--- config.mk ---
export PLATFORM = sky130hd
export DESIGN_NAME = battery_fuel_gauge
export DESIGN_NICKNAME = d
export VERILOG_FILES = /design/src/design/bfg_pkg.sv /design/src/design/bfg_mul.sv /design/src/design/bfg_div.sv /design/src/design/battery_fuel_gauge.sv
export VERILOG_INCLUDE_DIRS = /design/src /design/src/design
export SDC_FILE = /design/constraint.sdc
export NUM_CORES = 2
export LEC_CHECK = 0
export BUFFER_PORTS_ARGS = -buffer_cell sky130_fd_sc_hd__buf_2
export CAP_MARGIN = 20
export CORE_MARGIN = 2
export CORE_UTILIZATION = 30
export DETAILED_ROUTE_END_ITERATION = 8
export PLACE_DENSITY = 0.54
export SLEW_MARGIN = 20
export SYNTH_ARGS = -nofsm -noshare
export SYNTH_HDL_FRONTEND = slang
export SYNTH_HIERARCHICAL = 1
export SYNTH_SLANG_ARGS = --single-unit
--- constraint.sdc ---
create_clock -name clk -period 43.7 [get_ports clk]
set_input_delay 6.555 -clock clk [delete_from_list [all_inputs] [get_ports clk]]
set_output_delay 6.555 -clock clk [all_outputs]
set_load 0.005 [all_outputs]
--- src/design/assert_macros.svh ---
// Assertion macros shared by the fuel gauge RTL.
// Included by the modules that carry concurrent checks; no other dependencies.
`ifndef ASSERT_MACROS_SVH
`define ASSERT_MACROS_SVH

// Same-cycle implication, disabled while reset is asserted.
`define BFG_ASSERT_IMP(lbl, clk, rstn, ante, cons) \
	lbl: assert property (@(posedge clk) disable iff (!(rstn)) (ante) |-> (cons)) \
	else $error("fuel gauge check failed");

// Next-cycle implication, disabled while reset is asserted.
`define BFG_ASSERT_NXT(lbl, clk, rstn, ante, cons) \
	lbl: assert property (@(posedge clk) disable iff (!(rstn)) (ante) |=> (cons)) \
	else $error("fuel gauge check failed");

`endif

--- src/design/bfg_pkg.sv ---
// Package of the battery fuel gauge: widths, constants, register indexes
// and the request/response structs of the serial arithmetic units. No dependencies.
`timescale 1ns / 1ps

package bfg_pkg;

	localparam int MulAW = 40;
	localparam int MulBW = 20;
	localparam int MulNW = 5;
	localparam int DivDW = 64;
	localparam int DivSW = 25;
	localparam int DivNW = 7;

	localparam logic [39:0] UC_PER_MAH = 40'd3600000;
	localparam logic [13:0] PCT_FULL   = 14'd10000;
	localparam logic [47:0] RUNTIME_MAX = 48'h7FFF_FFFF_FFFF;
	localparam logic [47:0] RUNTIME_MIN = 48'h8000_0000_0000;

	localparam logic [2:0] CFG_SCALE_A = 3'd0;
	localparam logic [2:0] CFG_SCALE_B = 3'd1;
	localparam logic [2:0] CFG_EMPTY   = 3'd2;
	localparam logic [2:0] CFG_FULL    = 3'd3;
	localparam logic [2:0] CFG_TARGET  = 3'd4;

	localparam logic [7:0]  RST_SCALE_A = 8'd40;
	localparam logic [7:0]  RST_SCALE_B = 8'd10;
	localparam logic [14:0] RST_EMPTY   = 15'd18000;
	localparam logic [14:0] RST_FULL    = 15'd25200;
	localparam logic [19:0] RST_TARGET  = 20'd20000;

	typedef struct packed {
		logic               start;
		logic               neg;
		logic [MulAW-1:0]   a;
		logic [MulBW-1:0]   b;   // aligned so the first used bit is the MSB
		logic [MulNW-1:0]   n;
	} mul_req_t;

	typedef struct packed {
		logic        done;
		logic [63:0] prod;
	} mul_rsp_t;

	typedef struct packed {
		logic               start;
		logic [DivDW-1:0]   dvd; // aligned so the first used bit is the MSB
		logic [DivSW-1:0]   dvs;
		logic [DivNW-1:0]   n;
	} div_req_t;

	typedef struct packed {
		logic             done;
		logic [DivDW-1:0] quo;
	} div_rsp_t;

endpackage

--- src/design/bfg_mul.sv ---
// Bit-serial shift-add multiplier, one multiplier bit per cycle, sign applied at the end.
// Depends on bfg_pkg.
`timescale 1ns / 1ps

module bfg_mul (
	input  logic              clk,
	input  logic              arst_n,
	input  bfg_pkg::mul_req_t req,
	output bfg_pkg::mul_rsp_t rsp
);
	typedef enum logic [1:0] {M_IDLE, M_RUN, M_FIX} mstate_t;

	mstate_t                   state_q;
	logic [63:0]               acc_q;
	logic [bfg_pkg::MulAW-1:0] a_q;
	logic [bfg_pkg::MulBW-1:0] b_q;
	logic [bfg_pkg::MulNW-1:0] cnt_q;
	logic                      neg_q;
	logic                      done_q;
	logic [63:0]               prod_q;
	logic [63:0]               addend;

	assign addend = b_q[bfg_pkg::MulBW-1] ? {{(64-bfg_pkg::MulAW){1'b0}}, a_q} : 64'd0;

	always_ff @(posedge clk or negedge arst_n) begin
		if (!arst_n) begin
			state_q <= M_IDLE;
			done_q  <= 1'b0;
		end else begin
			done_q <= 1'b0;
			case (state_q)
				M_IDLE: begin
					if (req.start) begin
						acc_q   <= 64'd0;
						a_q     <= req.a;
						b_q     <= req.b;
						cnt_q   <= req.n;
						neg_q   <= req.neg;
						state_q <= M_RUN;
					end
				end
				M_RUN: begin
					acc_q <= {acc_q[62:0], 1'b0} + addend;
					b_q   <= {b_q[bfg_pkg::MulBW-2:0], 1'b0};
					cnt_q <= cnt_q - 1'b1;
					if (cnt_q == bfg_pkg::MulNW'(1)) state_q <= M_FIX;
				end
				M_FIX: begin
					prod_q  <= neg_q ? (~acc_q + 64'd1) : acc_q;
					done_q  <= 1'b1;
					state_q <= M_IDLE;
				end
				default: state_q <= M_IDLE;
			endcase
		end
	end

	assign rsp.done = done_q;
	assign rsp.prod = prod_q;
endmodule

--- src/design/bfg_div.sv ---
// Bit-serial restoring divider, one quotient bit per cycle.
// Depends on bfg_pkg.
`timescale 1ns / 1ps

module bfg_div (
	input  logic              clk,
	input  logic              arst_n,
	input  bfg_pkg::div_req_t req,
	output bfg_pkg::div_rsp_t rsp
);
	logic                      busy_q;
	logic                      done_q;
	logic [bfg_pkg::DivDW-1:0] dvd_q;
	logic [bfg_pkg::DivSW-1:0] dvs_q;
	logic [bfg_pkg::DivSW-1:0] rem_q;
	logic [bfg_pkg::DivNW-1:0] cnt_q;
	logic [bfg_pkg::DivSW:0]   trial;
	logic                      fits;

	assign trial = {rem_q, dvd_q[bfg_pkg::DivDW-1]};
	assign fits  = trial >= {1'b0, dvs_q};

	always_ff @(posedge clk or negedge arst_n) begin
		if (!arst_n) begin
			busy_q <= 1'b0;
			done_q <= 1'b0;
		end else begin
			done_q <= 1'b0;
			if (!busy_q) begin
				if (req.start) begin
					dvd_q  <= req.dvd;
					dvs_q  <= req.dvs;
					rem_q  <= '0;
					cnt_q  <= req.n;
					busy_q <= 1'b1;
				end
			end else begin
				// shift the next dividend bit in, subtract when the divisor fits
				rem_q  <= fits ? bfg_pkg::DivSW'(trial - {1'b0, dvs_q})
				               : trial[bfg_pkg::DivSW-1:0];
				dvd_q  <= {dvd_q[bfg_pkg::DivDW-2:0], fits};
				cnt_q  <= cnt_q - 1'b1;
				if (cnt_q == bfg_pkg::DivNW'(1)) begin
					busy_q <= 1'b0;
					done_q <= 1'b1;
				end
			end
		end
	end

	assign rsp.done = done_q;
	assign rsp.quo  = dvd_q;
endmodule

--- src/design/battery_fuel_gauge.sv ---
// Battery fuel gauge top level: sequencer, configuration registers, accumulators.
// Depends on bfg_pkg, bfg_mul, bfg_div and assert_macros.svh.
`timescale 1ns / 1ps

// One request is taken at a time and runs through a sequencer that drives one
// bit-serial multiplier (one bit per cycle) and one bit-serial divider (one
// quotient bit per cycle). Every request runs the multiplies for the two
// currents and the three powers; a request that is not a clear command also
// runs the two integration multiplies for energy and charge. A discharging
// sample that is not a clear adds the capacity product, the runtime division
// and the magnitude, difference and saturation steps. A state of charge strictly
// between the empty and full levels adds a multiply and a division. The sequencer
// waits in its output state only while the output register still holds a result
// that has not been taken. The result sits in an output register, so the next
// request is taken as soon as the sequencer is back in idle, even if the last
// result has not yet been taken. A clear command zeroes both accumulators and
// holds the runtime estimate. Configuration writes take effect at once and
// belong in idle.
module battery_fuel_gauge (
	input  logic               clk,
	input  logic               arst_n,
	input  logic               cfg_wr_en,
	input  logic [2:0]         cfg_addr,
	input  logic [19:0]        cfg_wr_data,
	input  logic               in_valid,
	output logic               in_ready,
	input  logic               command,
	input  logic [14:0]        bus_mv_chan_a,
	input  logic [14:0]        bus_mv_chan_b,
	input  logic signed [15:0] current_raw_chan_a,
	input  logic signed [15:0] current_raw_chan_b,
	input  logic [15:0]        elapsed_ms,
	output logic               out_valid,
	input  logic               out_ready,
	output logic signed [24:0] total_current_ma,
	output logic [14:0]        avg_bus_mv,
	output logic signed [38:0] power_chan_a_uw,
	output logic signed [38:0] power_chan_b_uw,
	output logic signed [39:0] total_power_uw,
	output logic signed [63:0] energy_nj,
	output logic signed [63:0] charge_uc,
	output logic [13:0]        percent_hundredths,
	output logic               discharging,
	output logic signed [47:0] runtime_ms
);
`include "assert_macros.svh"

	typedef enum logic [4:0] {
		ST_IDLE, ST_IA, ST_IA_W, ST_IB, ST_IB_W, ST_TOT, ST_PA, ST_PA_W,
		ST_PB, ST_PB_W, ST_PT, ST_PT_W, ST_EN, ST_EN_W, ST_CH, ST_CH_W,
		ST_TG, ST_TG_W, ST_MG, ST_DF, ST_RD, ST_RD_W, ST_RSAT,
		ST_PC, ST_PC_M, ST_PC_W, ST_PD, ST_PD_W, ST_OUT
	} state_t;

	state_t state_q;

	// configuration
	logic [7:0]  scale_a_q, scale_b_q;
	logic [14:0] empty_q, full_q;
	logic [19:0] target_q;

	// captured request
	logic        cmd_q;
	logic [14:0] mva_q, mvb_q;
	logic [15:0] rawa_q, rawb_q, dt_q;

	// working values
	logic [23:0] ia_q, ib_q;
	logic [24:0] itot_q;
	logic [38:0] pa_q, pb_q;
	logic [39:0] pt_q;
	logic [63:0] energy_q, charge_q;
	logic [47:0] runtime_q;
	logic [41:0] tgt_q;
	logic [63:0] mag_q, diff_q;
	logic        over_q;
	logic [28:0] num_q;
	logic [13:0] pct_q;

	// result register
	logic        out_valid_q;
	logic [24:0] o_itot_q;
	logic [14:0] o_avg_q;
	logic [38:0] o_pa_q, o_pb_q;
	logic [39:0] o_pt_q;
	logic [63:0] o_energy_q, o_charge_q;
	logic [13:0] o_pct_q;
	logic        o_dis_q;
	logic [47:0] o_run_q;

	logic [15:0] mv_sum;
	logic [14:0] avg;
	logic [15:0] abs_rawa, abs_rawb;
	logic [23:0] abs_ia;
	logic [24:0] abs_itot;
	logic [39:0] abs_pt;
	logic [47:0] quo_lo;
	logic        quo_big_pos, quo_big_neg;

	bfg_pkg::mul_req_t mul_req;
	bfg_pkg::mul_rsp_t mul_rsp;
	bfg_pkg::div_req_t div_req;
	bfg_pkg::div_rsp_t div_rsp;

	bfg_mul u_mul (.clk(clk), .arst_n(arst_n), .req(mul_req), .rsp(mul_rsp));
	bfg_div u_div (.clk(clk), .arst_n(arst_n), .req(div_req), .rsp(div_rsp));

	assign mv_sum   = {1'b0, mva_q} + {1'b0, mvb_q};
	assign avg      = mv_sum[15:1];
	assign abs_rawa = rawa_q[15] ? (~rawa_q + 16'd1) : rawa_q;
	assign abs_rawb = rawb_q[15] ? (~rawb_q + 16'd1) : rawb_q;
	assign abs_ia   = ia_q[23] ? (~ia_q + 24'd1) : ia_q;
	assign abs_itot = itot_q[24] ? (~itot_q + 25'd1) : itot_q;
	assign abs_pt   = pt_q[39] ? (~pt_q + 40'd1) : pt_q;

	// quotient range checks for the runtime saturation
	assign quo_lo      = div_rsp.quo[47:0];
	assign quo_big_pos = |div_rsp.quo[63:47];
	assign quo_big_neg = (|div_rsp.quo[63:48]) || (div_rsp.quo[47] && |div_rsp.quo[46:0]);

	assign in_ready = (state_q == ST_IDLE);

	// issue requests to the serial units; operands are MSB-aligned for n steps
	always_comb begin
		mul_req = '0;
		div_req = '0;
		case (state_q)
			ST_IA: begin
				mul_req.start = 1'b1;
				mul_req.a     = {24'd0, abs_rawa};
				mul_req.b     = {scale_a_q, 12'd0};
				mul_req.n     = 5'd8;
				mul_req.neg   = rawa_q[15];
			end
			ST_IB: begin
				mul_req.start = 1'b1;
				mul_req.a     = {24'd0, abs_rawb};
				mul_req.b     = {scale_b_q, 12'd0};
				mul_req.n     = 5'd8;
				mul_req.neg   = rawb_q[15];
			end
			ST_PA: begin
				mul_req.start = 1'b1;
				mul_req.a     = {16'd0, abs_ia};
				mul_req.b     = {mva_q, 5'd0};
				mul_req.n     = 5'd15;
				mul_req.neg   = ia_q[23];
			end
			ST_PB: begin
				mul_req.start = 1'b1;
				mul_req.a     = {16'd0, (ib_q[23] ? (~ib_q + 24'd1) : ib_q)};
				mul_req.b     = {mvb_q, 5'd0};
				mul_req.n     = 5'd15;
				mul_req.neg   = ib_q[23];
			end
			ST_PT: begin
				mul_req.start = 1'b1;
				mul_req.a     = {15'd0, abs_itot};
				mul_req.b     = {avg, 5'd0};
				mul_req.n     = 5'd15;
				mul_req.neg   = itot_q[24];
			end
			ST_EN: begin
				mul_req.start = 1'b1;
				mul_req.a     = abs_pt;
				mul_req.b     = {dt_q, 4'd0};
				mul_req.n     = 5'd16;
				mul_req.neg   = pt_q[39];
			end
			ST_CH: begin
				mul_req.start = 1'b1;
				mul_req.a     = {15'd0, abs_itot};
				mul_req.b     = {dt_q, 4'd0};
				mul_req.n     = 5'd16;
				mul_req.neg   = itot_q[24];
			end
			ST_TG: begin
				mul_req.start = 1'b1;
				mul_req.a     = bfg_pkg::UC_PER_MAH;
				mul_req.b     = target_q;
				mul_req.n     = 5'd20;
			end
			ST_PC_M: begin
				mul_req.start = 1'b1;
				mul_req.a     = {25'd0, 15'(avg - empty_q)};
				mul_req.b     = {bfg_pkg::PCT_FULL, 6'd0};
				mul_req.n     = 5'd14;
			end
			ST_RD: begin
				div_req.start = 1'b1;
				div_req.dvd   = diff_q;
				div_req.dvs   = abs_itot;
				div_req.n     = 7'd64;
			end
			ST_PD: begin
				div_req.start = 1'b1;
				div_req.dvd   = {num_q, 35'd0};
				div_req.dvs   = {10'd0, 15'(full_q - empty_q)};
				div_req.n     = 7'd29;
			end
			default: begin
				mul_req = '0;
				div_req = '0;
			end
		endcase
	end

	always_ff @(posedge clk or negedge arst_n) begin
		if (!arst_n) begin
			state_q     <= ST_IDLE;
			scale_a_q   <= bfg_pkg::RST_SCALE_A;
			scale_b_q   <= bfg_pkg::RST_SCALE_B;
			empty_q     <= bfg_pkg::RST_EMPTY;
			full_q      <= bfg_pkg::RST_FULL;
			target_q    <= bfg_pkg::RST_TARGET;
			energy_q    <= 64'd0;
			charge_q    <= 64'd0;
			runtime_q   <= 48'd0;
			out_valid_q <= 1'b0;
		end else begin
			// take configuration writes; unknown indexes drop
			if (cfg_wr_en) begin
				case (cfg_addr)
					bfg_pkg::CFG_SCALE_A: scale_a_q <= cfg_wr_data[7:0];
					bfg_pkg::CFG_SCALE_B: scale_b_q <= cfg_wr_data[7:0];
					bfg_pkg::CFG_EMPTY:   empty_q   <= cfg_wr_data[14:0];
					bfg_pkg::CFG_FULL:    full_q    <= cfg_wr_data[14:0];
					bfg_pkg::CFG_TARGET:  target_q  <= cfg_wr_data;
					default: ;
				endcase
			end

			// drop the taken result; in ST_OUT the handoff below decides
			if (out_ready && state_q != ST_OUT) out_valid_q <= 1'b0;

			case (state_q)
				ST_IDLE: begin
					if (in_valid) begin
						cmd_q   <= command;
						mva_q   <= bus_mv_chan_a;
						mvb_q   <= bus_mv_chan_b;
						rawa_q  <= current_raw_chan_a;
						rawb_q  <= current_raw_chan_b;
						dt_q    <= elapsed_ms;
						state_q <= ST_IA;
					end
				end
				ST_IA:   state_q <= ST_IA_W;
				ST_IA_W: begin
					if (mul_rsp.done) begin
						ia_q    <= mul_rsp.prod[23:0];
						state_q <= ST_IB;
					end
				end
				ST_IB:   state_q <= ST_IB_W;
				ST_IB_W: begin
					if (mul_rsp.done) begin
						ib_q    <= mul_rsp.prod[23:0];
						state_q <= ST_TOT;
					end
				end
				ST_TOT: begin
					itot_q  <= {ia_q[23], ia_q} + {ib_q[23], ib_q};
					state_q <= ST_PA;
				end
				ST_PA:   state_q <= ST_PA_W;
				ST_PA_W: begin
					if (mul_rsp.done) begin
						pa_q    <= mul_rsp.prod[38:0];
						state_q <= ST_PB;
					end
				end
				ST_PB:   state_q <= ST_PB_W;
				ST_PB_W: begin
					if (mul_rsp.done) begin
						pb_q    <= mul_rsp.prod[38:0];
						state_q <= ST_PT;
					end
				end
				ST_PT:   state_q <= ST_PT_W;
				ST_PT_W: begin
					if (mul_rsp.done) begin
						pt_q <= mul_rsp.prod[39:0];
						if (cmd_q) begin
							// clear: zero the accumulators, hold the runtime
							energy_q <= 64'd0;
							charge_q <= 64'd0;
							state_q  <= ST_PC;
						end else begin
							state_q <= ST_EN;
						end
					end
				end
				ST_EN:   state_q <= ST_EN_W;
				ST_EN_W: begin
					if (mul_rsp.done) begin
						energy_q <= energy_q + mul_rsp.prod;
						state_q  <= ST_CH;
					end
				end
				ST_CH:   state_q <= ST_CH_W;
				ST_CH_W: begin
					if (mul_rsp.done) begin
						charge_q <= charge_q + mul_rsp.prod;
						state_q  <= itot_q[24] ? ST_TG : ST_PC;
					end
				end
				ST_TG:   state_q <= ST_TG_W;
				ST_TG_W: begin
					if (mul_rsp.done) begin
						tgt_q   <= mul_rsp.prod[41:0];
						state_q <= ST_MG;
					end
				end
				ST_MG: begin
					mag_q   <= charge_q[63] ? (~charge_q + 64'd1) : charge_q;
					state_q <= ST_DF;
				end
				ST_DF: begin
					// remaining charge may be negative once the pack is overdrawn
					if ({22'd0, tgt_q} >= mag_q) begin
						diff_q <= {22'd0, tgt_q} - mag_q;
						over_q <= 1'b0;
					end else begin
						diff_q <= mag_q - {22'd0, tgt_q};
						over_q <= 1'b1;
					end
					state_q <= ST_RD;
				end
				ST_RD:   state_q <= ST_RD_W;
				ST_RD_W: if (div_rsp.done) state_q <= ST_RSAT;
				ST_RSAT: begin
					if (!over_q)
						runtime_q <= quo_big_pos ? bfg_pkg::RUNTIME_MAX : quo_lo;
					else
						runtime_q <= quo_big_neg ? bfg_pkg::RUNTIME_MIN : (~quo_lo + 48'd1);
					state_q <= ST_PC;
				end
				ST_PC: begin
					if (avg <= empty_q) begin
						pct_q   <= 14'd0;
						state_q <= ST_OUT;
					end else if (avg >= full_q) begin
						pct_q   <= bfg_pkg::PCT_FULL;
						state_q <= ST_OUT;
					end else begin
						state_q <= ST_PC_M;
					end
				end
				ST_PC_M: state_q <= ST_PC_W;
				ST_PC_W: begin
					if (mul_rsp.done) begin
						num_q   <= mul_rsp.prod[28:0];
						state_q <= ST_PD;
					end
				end
				ST_PD:   state_q <= ST_PD_W;
				ST_PD_W: begin
					if (div_rsp.done) begin
						pct_q   <= div_rsp.quo[13:0];
						state_q <= ST_OUT;
					end
				end
				ST_OUT: begin
					// hand the result to the output register once it is free
					if (!out_valid_q || out_ready) begin
						o_itot_q    <= itot_q;
						o_avg_q     <= avg;
						o_pa_q      <= pa_q;
						o_pb_q      <= pb_q;
						o_pt_q      <= pt_q;
						o_energy_q  <= energy_q;
						o_charge_q  <= charge_q;
						o_pct_q     <= pct_q;
						o_dis_q     <= itot_q[24];
						o_run_q     <= runtime_q;
						out_valid_q <= 1'b1;
						state_q     <= ST_IDLE;
					end
				end
				default: state_q <= ST_IDLE;
			endcase
		end
	end

	assign out_valid          = out_valid_q;
	assign total_current_ma   = o_itot_q;
	assign avg_bus_mv         = o_avg_q;
	assign power_chan_a_uw    = o_pa_q;
	assign power_chan_b_uw    = o_pb_q;
	assign total_power_uw     = o_pt_q;
	assign energy_nj          = o_energy_q;
	assign charge_uc          = o_charge_q;
	assign percent_hundredths = o_pct_q;
	assign discharging        = o_dis_q;
	assign runtime_ms         = o_run_q;

	`BFG_ASSERT_IMP(a_pct_range, clk, arst_n, out_valid_q, o_pct_q <= bfg_pkg::PCT_FULL)
	`BFG_ASSERT_IMP(a_dis_sign, clk, arst_n, out_valid_q, o_dis_q == o_itot_q[24])
	`BFG_ASSERT_NXT(a_start_work, clk, arst_n, in_valid && in_ready, state_q == ST_IA)
	`BFG_ASSERT_IMP(a_unit_idle, clk, arst_n, state_q == ST_IDLE, !mul_rsp.done && !div_rsp.done)
endmodule
==> results.toml <==
[logic_synthesis]
synth_sequential_area_ratio_pct = 54.5
dominant_combinational_cell_family_by_area_after_synthesis = "compound AO/OA/AOI/OAI gates"
synthesis.area_mm2 = 0.0749
synth_fa_ha_area_share_pct = 6.43
muxShareOfSynthArea_pct = 2.20
post_synthesis_simple_gate_area_fraction_pct = 12.2
synth_compound_gate_area_share_pct = 15.5
postSynthCellCount = 6708
synthesis.yosys.warnings = 6
ys_async_sr_fraction_pct = 18.1
synthFlopType = "sky130_fd_sc_hd__edfxtp_1"
synth_register_bits = 1400
fraction_of_synthesized_cell_area_in_xor_and_xnor_cells_pct = 6.41
synth_enable_flop_cells = 1147
ys_types = 94
postSynthAreaPerCell_um2 = 11.2

[routing]
route.antenna.remaining_nets = 0
totalWireLength_um = 265000
avgRoutedWirePerCell_um = 24.9
routed_via_density = 5.31
dr.first_iter.drc_count = 6227
remaining_drc_errors = 3
detailed_routing_iteration_count_for_the_pre_antenna_repair_pass = 9
detailroute.via_count = 56400

[clocking]
cts_tree = "done"
cts_buffer_depth = 3
cts.hold.buffers_added = 0
clk_pin_slew_worst_paths_ps = 60
tritoncts.num_buffers = 161
post_cts.repair.setup_buffers = 0
clock_tree.root_cell = "sky130_fd_sc_hd__clkbuf_16"
tritoncts_num_sinks = 1400
cts_htree_levels = 4
worst_skew_late_latency_ps = 830
postCtsResizedCells = 0

[place]
dpl.hpwl_um = 200000
count_of_port_buffers_added_during_placement = 457
gp_congestion = 0.948
dpl_worst_slack_ps = 32780

[sta]
slew_headroom_pct = 25.8
post-route-min-period_ps = 9880
timing_hold_violations_final = 0
timing.clock.skew_ps = 54.2
slew_viol_final = 0
rsz0062_at_grt = "false"
post-route-period-util_pct = 22.6
tns_ps = 0
setup_slack_ps = 33820
final-setup-viol-count = 0
maxClockFrequency_mhz = 101
worstMarginPinSlew_ps = 1110

[global_routing]
globalRoute.totalOverflow = 0
grt_start_max_net_pins = 163
global_route.usage.total_pct = 20.2
grt_pass1_wl_um = 375000
antenna_found_initial = 38
grt_pass1_vias = 53200

[floorplanning]
io-pin-count = 458
std_cell_rows = 183
die_area_mm2 = 0.254
die_h_um = 504
start_util_pct = 30.1
fp.coreArea_mm2 = 0.248
die_x_um = 504

[outcome]
failed_checks = "design-rule violations"
outcome = "finished with violations"

[critical_path]
startpoint_type = "primary input"
buf_inv_stages_crit_path = 4
endpoint_kind = "flip-flop"
critical_path.most_common_cell = "sky130_fd_sc_hd__buf_4"
crit_path_cell_trace = "buf_8 -> buf_4 -> buf_12 -> nand2_1 -> or3_1 -> nor2_4 -> buf_4"
cp.required_ps = 44160
delay_of_the_slowest_cell_on_the_worst_path_ps = 740
slowest_stage = "sky130_fd_sc_hd__buf_4"
cp_top_family = "buffers and inverters"
regToRegSetupSlack_ps = 37190
cp_data_arrival_time_ps = 10340
timing_worst_setup_path_type = "in -> reg"
cp_max_fo = 144

[pwr]
power_density_mw_per_mm2 = 48.2
worst_ir_drop_vdd_mv = 0.0451
static-leakage-power_uw = 0.0339

[final_layout]
nets = 7642
drive_above_1_share_pct = 14.6
synthToLayoutAreaGrowth_pct = 16.1
fraction_of_the_core_area_covered_by_cells_at_the_end_of_the_flow_pct = 35.0

[worst_hold_path]
min_path_type = "reg -> reg"

[job]
cap_viol_max_count = 0
==> where the power goes <==
part           internal, uW  leakage, uW  switching (uW)  total [uW]
Combinational           378       0.0175             607         985
Sequential             1650       0.0138             157        1810
Clock                   815      0.00265             578        1390
Total                  2850       0.0339            1340        4190
==> registers in the layout (all words and copies together), names as in the netlist, 64 cells and up <==
name          count
energy_q         64
charge_uc        64
mag_q            64
diff_q           64
u_mul/acc_q      64
u_mul/prod_q     64
energy_nj        64
charge_q         64
u_div/dvd_q      64
==> area by class of cell <==
cell class	instances	area (um^2)
Sequential cell	1400	40800
Antenna cell	13	32.5
Clock inverter	93	1010
Multi-Input combinational cell	4753	32200
Inverter	274	1030
Tap cell	3330	4170
Timing Repair Buffer	566	3230
Clock buffer	206	4460
Fill cell	24500	161000
==> path summary, 6_finish.rpt <==
check                           depth (start not counted)      from                 end
max in group asynchronous                               3    arst_n        energy_q[32]
min in group asynchronous                               1    arst_n          full_q[11]
worst max register to register                         18  mva_q[0]            pct_q[0]
worst min-delay path                                    0   pb_q[8]  power_chan_b_uw[8]
worst max-delay path                                    7    arst_n            pb_q[31]
worst min register to register                          0   pb_q[8]  power_chan_b_uw[8]
==> Yosys cell counts (30+ instances only) <==
master | count | area (um^2)
sky130_fd_sc_hd__o21ai_0 | 478 | 2390
sky130_fd_sc_hd__mux2i_1 | 34 | 340
sky130_fd_sc_hd__a211oi_1 | 43 | 323
sky130_fd_sc_hd__o41ai_1 | 31 | 272
sky130_fd_sc_hd__a22o_1 | 52 | 455
sky130_fd_sc_hd__nor3_1 | 130 | 651
sky130_fd_sc_hd__o21bai_1 | 53 | 398
sky130_fd_sc_hd__o22ai_1 | 60 | 375
sky130_fd_sc_hd__nand2b_1 | 67 | 419
sky130_fd_sc_hd__edfxtp_1 | 1147 | 34400
sky130_fd_sc_hd__or2_2 | 30 | 188
sky130_fd_sc_hd__nand4_1 | 66 | 413
sky130_fd_sc_hd__inv_1 | 273 | 1020
sky130_fd_sc_hd__o31ai_1 | 110 | 826
sky130_fd_sc_hd__nor4_1 | 43 | 269
sky130_fd_sc_hd__xnor2_1 | 312 | 2730
sky130_fd_sc_hd__nor2b_1 | 50 | 313
sky130_fd_sc_hd__dfrtp_1 | 233 | 5830
sky130_fd_sc_hd__and3_1 | 90 | 563
sky130_fd_sc_hd__or4_1 | 43 | 323
sky130_fd_sc_hd__ha_1 | 369 | 4620
sky130_fd_sc_hd__or3_1 | 80 | 500
sky130_fd_sc_hd__a21o_1 | 205 | 1540
sky130_fd_sc_hd__a31oi_1 | 56 | 350
sky130_fd_sc_hd__clkbuf_1 | 266 | 998
sky130_fd_sc_hd__nand3_1 | 114 | 571
sky130_fd_sc_hd__nand2_1 | 610 | 2290
sky130_fd_sc_hd__xor2_1 | 236 | 2070
sky130_fd_sc_hd__a21oi_1 | 443 | 2220
sky130_fd_sc_hd__mux2_2 | 116 | 1310
sky130_fd_sc_hd__and2_1 | 76 | 475
sky130_fd_sc_hd__nor2_1 | 380 | 1430
==> per-layer routing <==
metal  global-route usage [%]  up-vias  wire length, um
li1                         -    25900                -
met1                     28.4    27900           118000
met2                     31.4     2199           119000
met3                     2.83      401            17400
met4                     7.90        0            10800
met5                        0        -                0
==> through the flow <==
step                hold slack [ps]  area (um^2)  cells  power (uW)
finish                          416        86900  10600        4190
global route                    426        86900  10600        4380
CTS                             418        86800  10600        4210
detailed placement              405        81300  10300        2800
global placement                402        81300  10300        2790
floorplan                       400        74900   6709        2460
==> cells in the final DEF, fill, tap and decap left out, types with 205 or more instances in the layout <==
master / Yosys / routed
sky130_fd_sc_hd__nor2_1: 380 / 370
sky130_fd_sc_hd__a21o_1: 205 / 205
sky130_fd_sc_hd__a21oi_1: 443 / 442
sky130_fd_sc_hd__edfxtp_1: 1147 / 1147
sky130_fd_sc_hd__xnor2_1: 312 / 312
sky130_fd_sc_hd__buf_2: 3 / 456
sky130_fd_sc_hd__nand2_1: 610 / 610
sky130_fd_sc_hd__inv_1: 273 / 272
sky130_fd_sc_hd__xor2_1: 236 / 236
sky130_fd_sc_hd__ha_1: 369 / 369
sky130_fd_sc_hd__dfrtp_1: 233 / 231
sky130_fd_sc_hd__o21ai_0: 478 / 476
==> logic make-up (layout without fill, tap and decap cells) <==
kind of cell,Yosys count,after routing
other,1,15
adder cells (fa/ha/maj),379,379
XOR/XNOR,548,548
buffers and inverters,556,1139
flip-flops,1400,1400
AND/OR/NAND/NOR,1861,1861
multiplexers,150,150
AO/OA/AOI/OAI,1813,1813
Note: power is estimated with default switching activity, not from simulation.
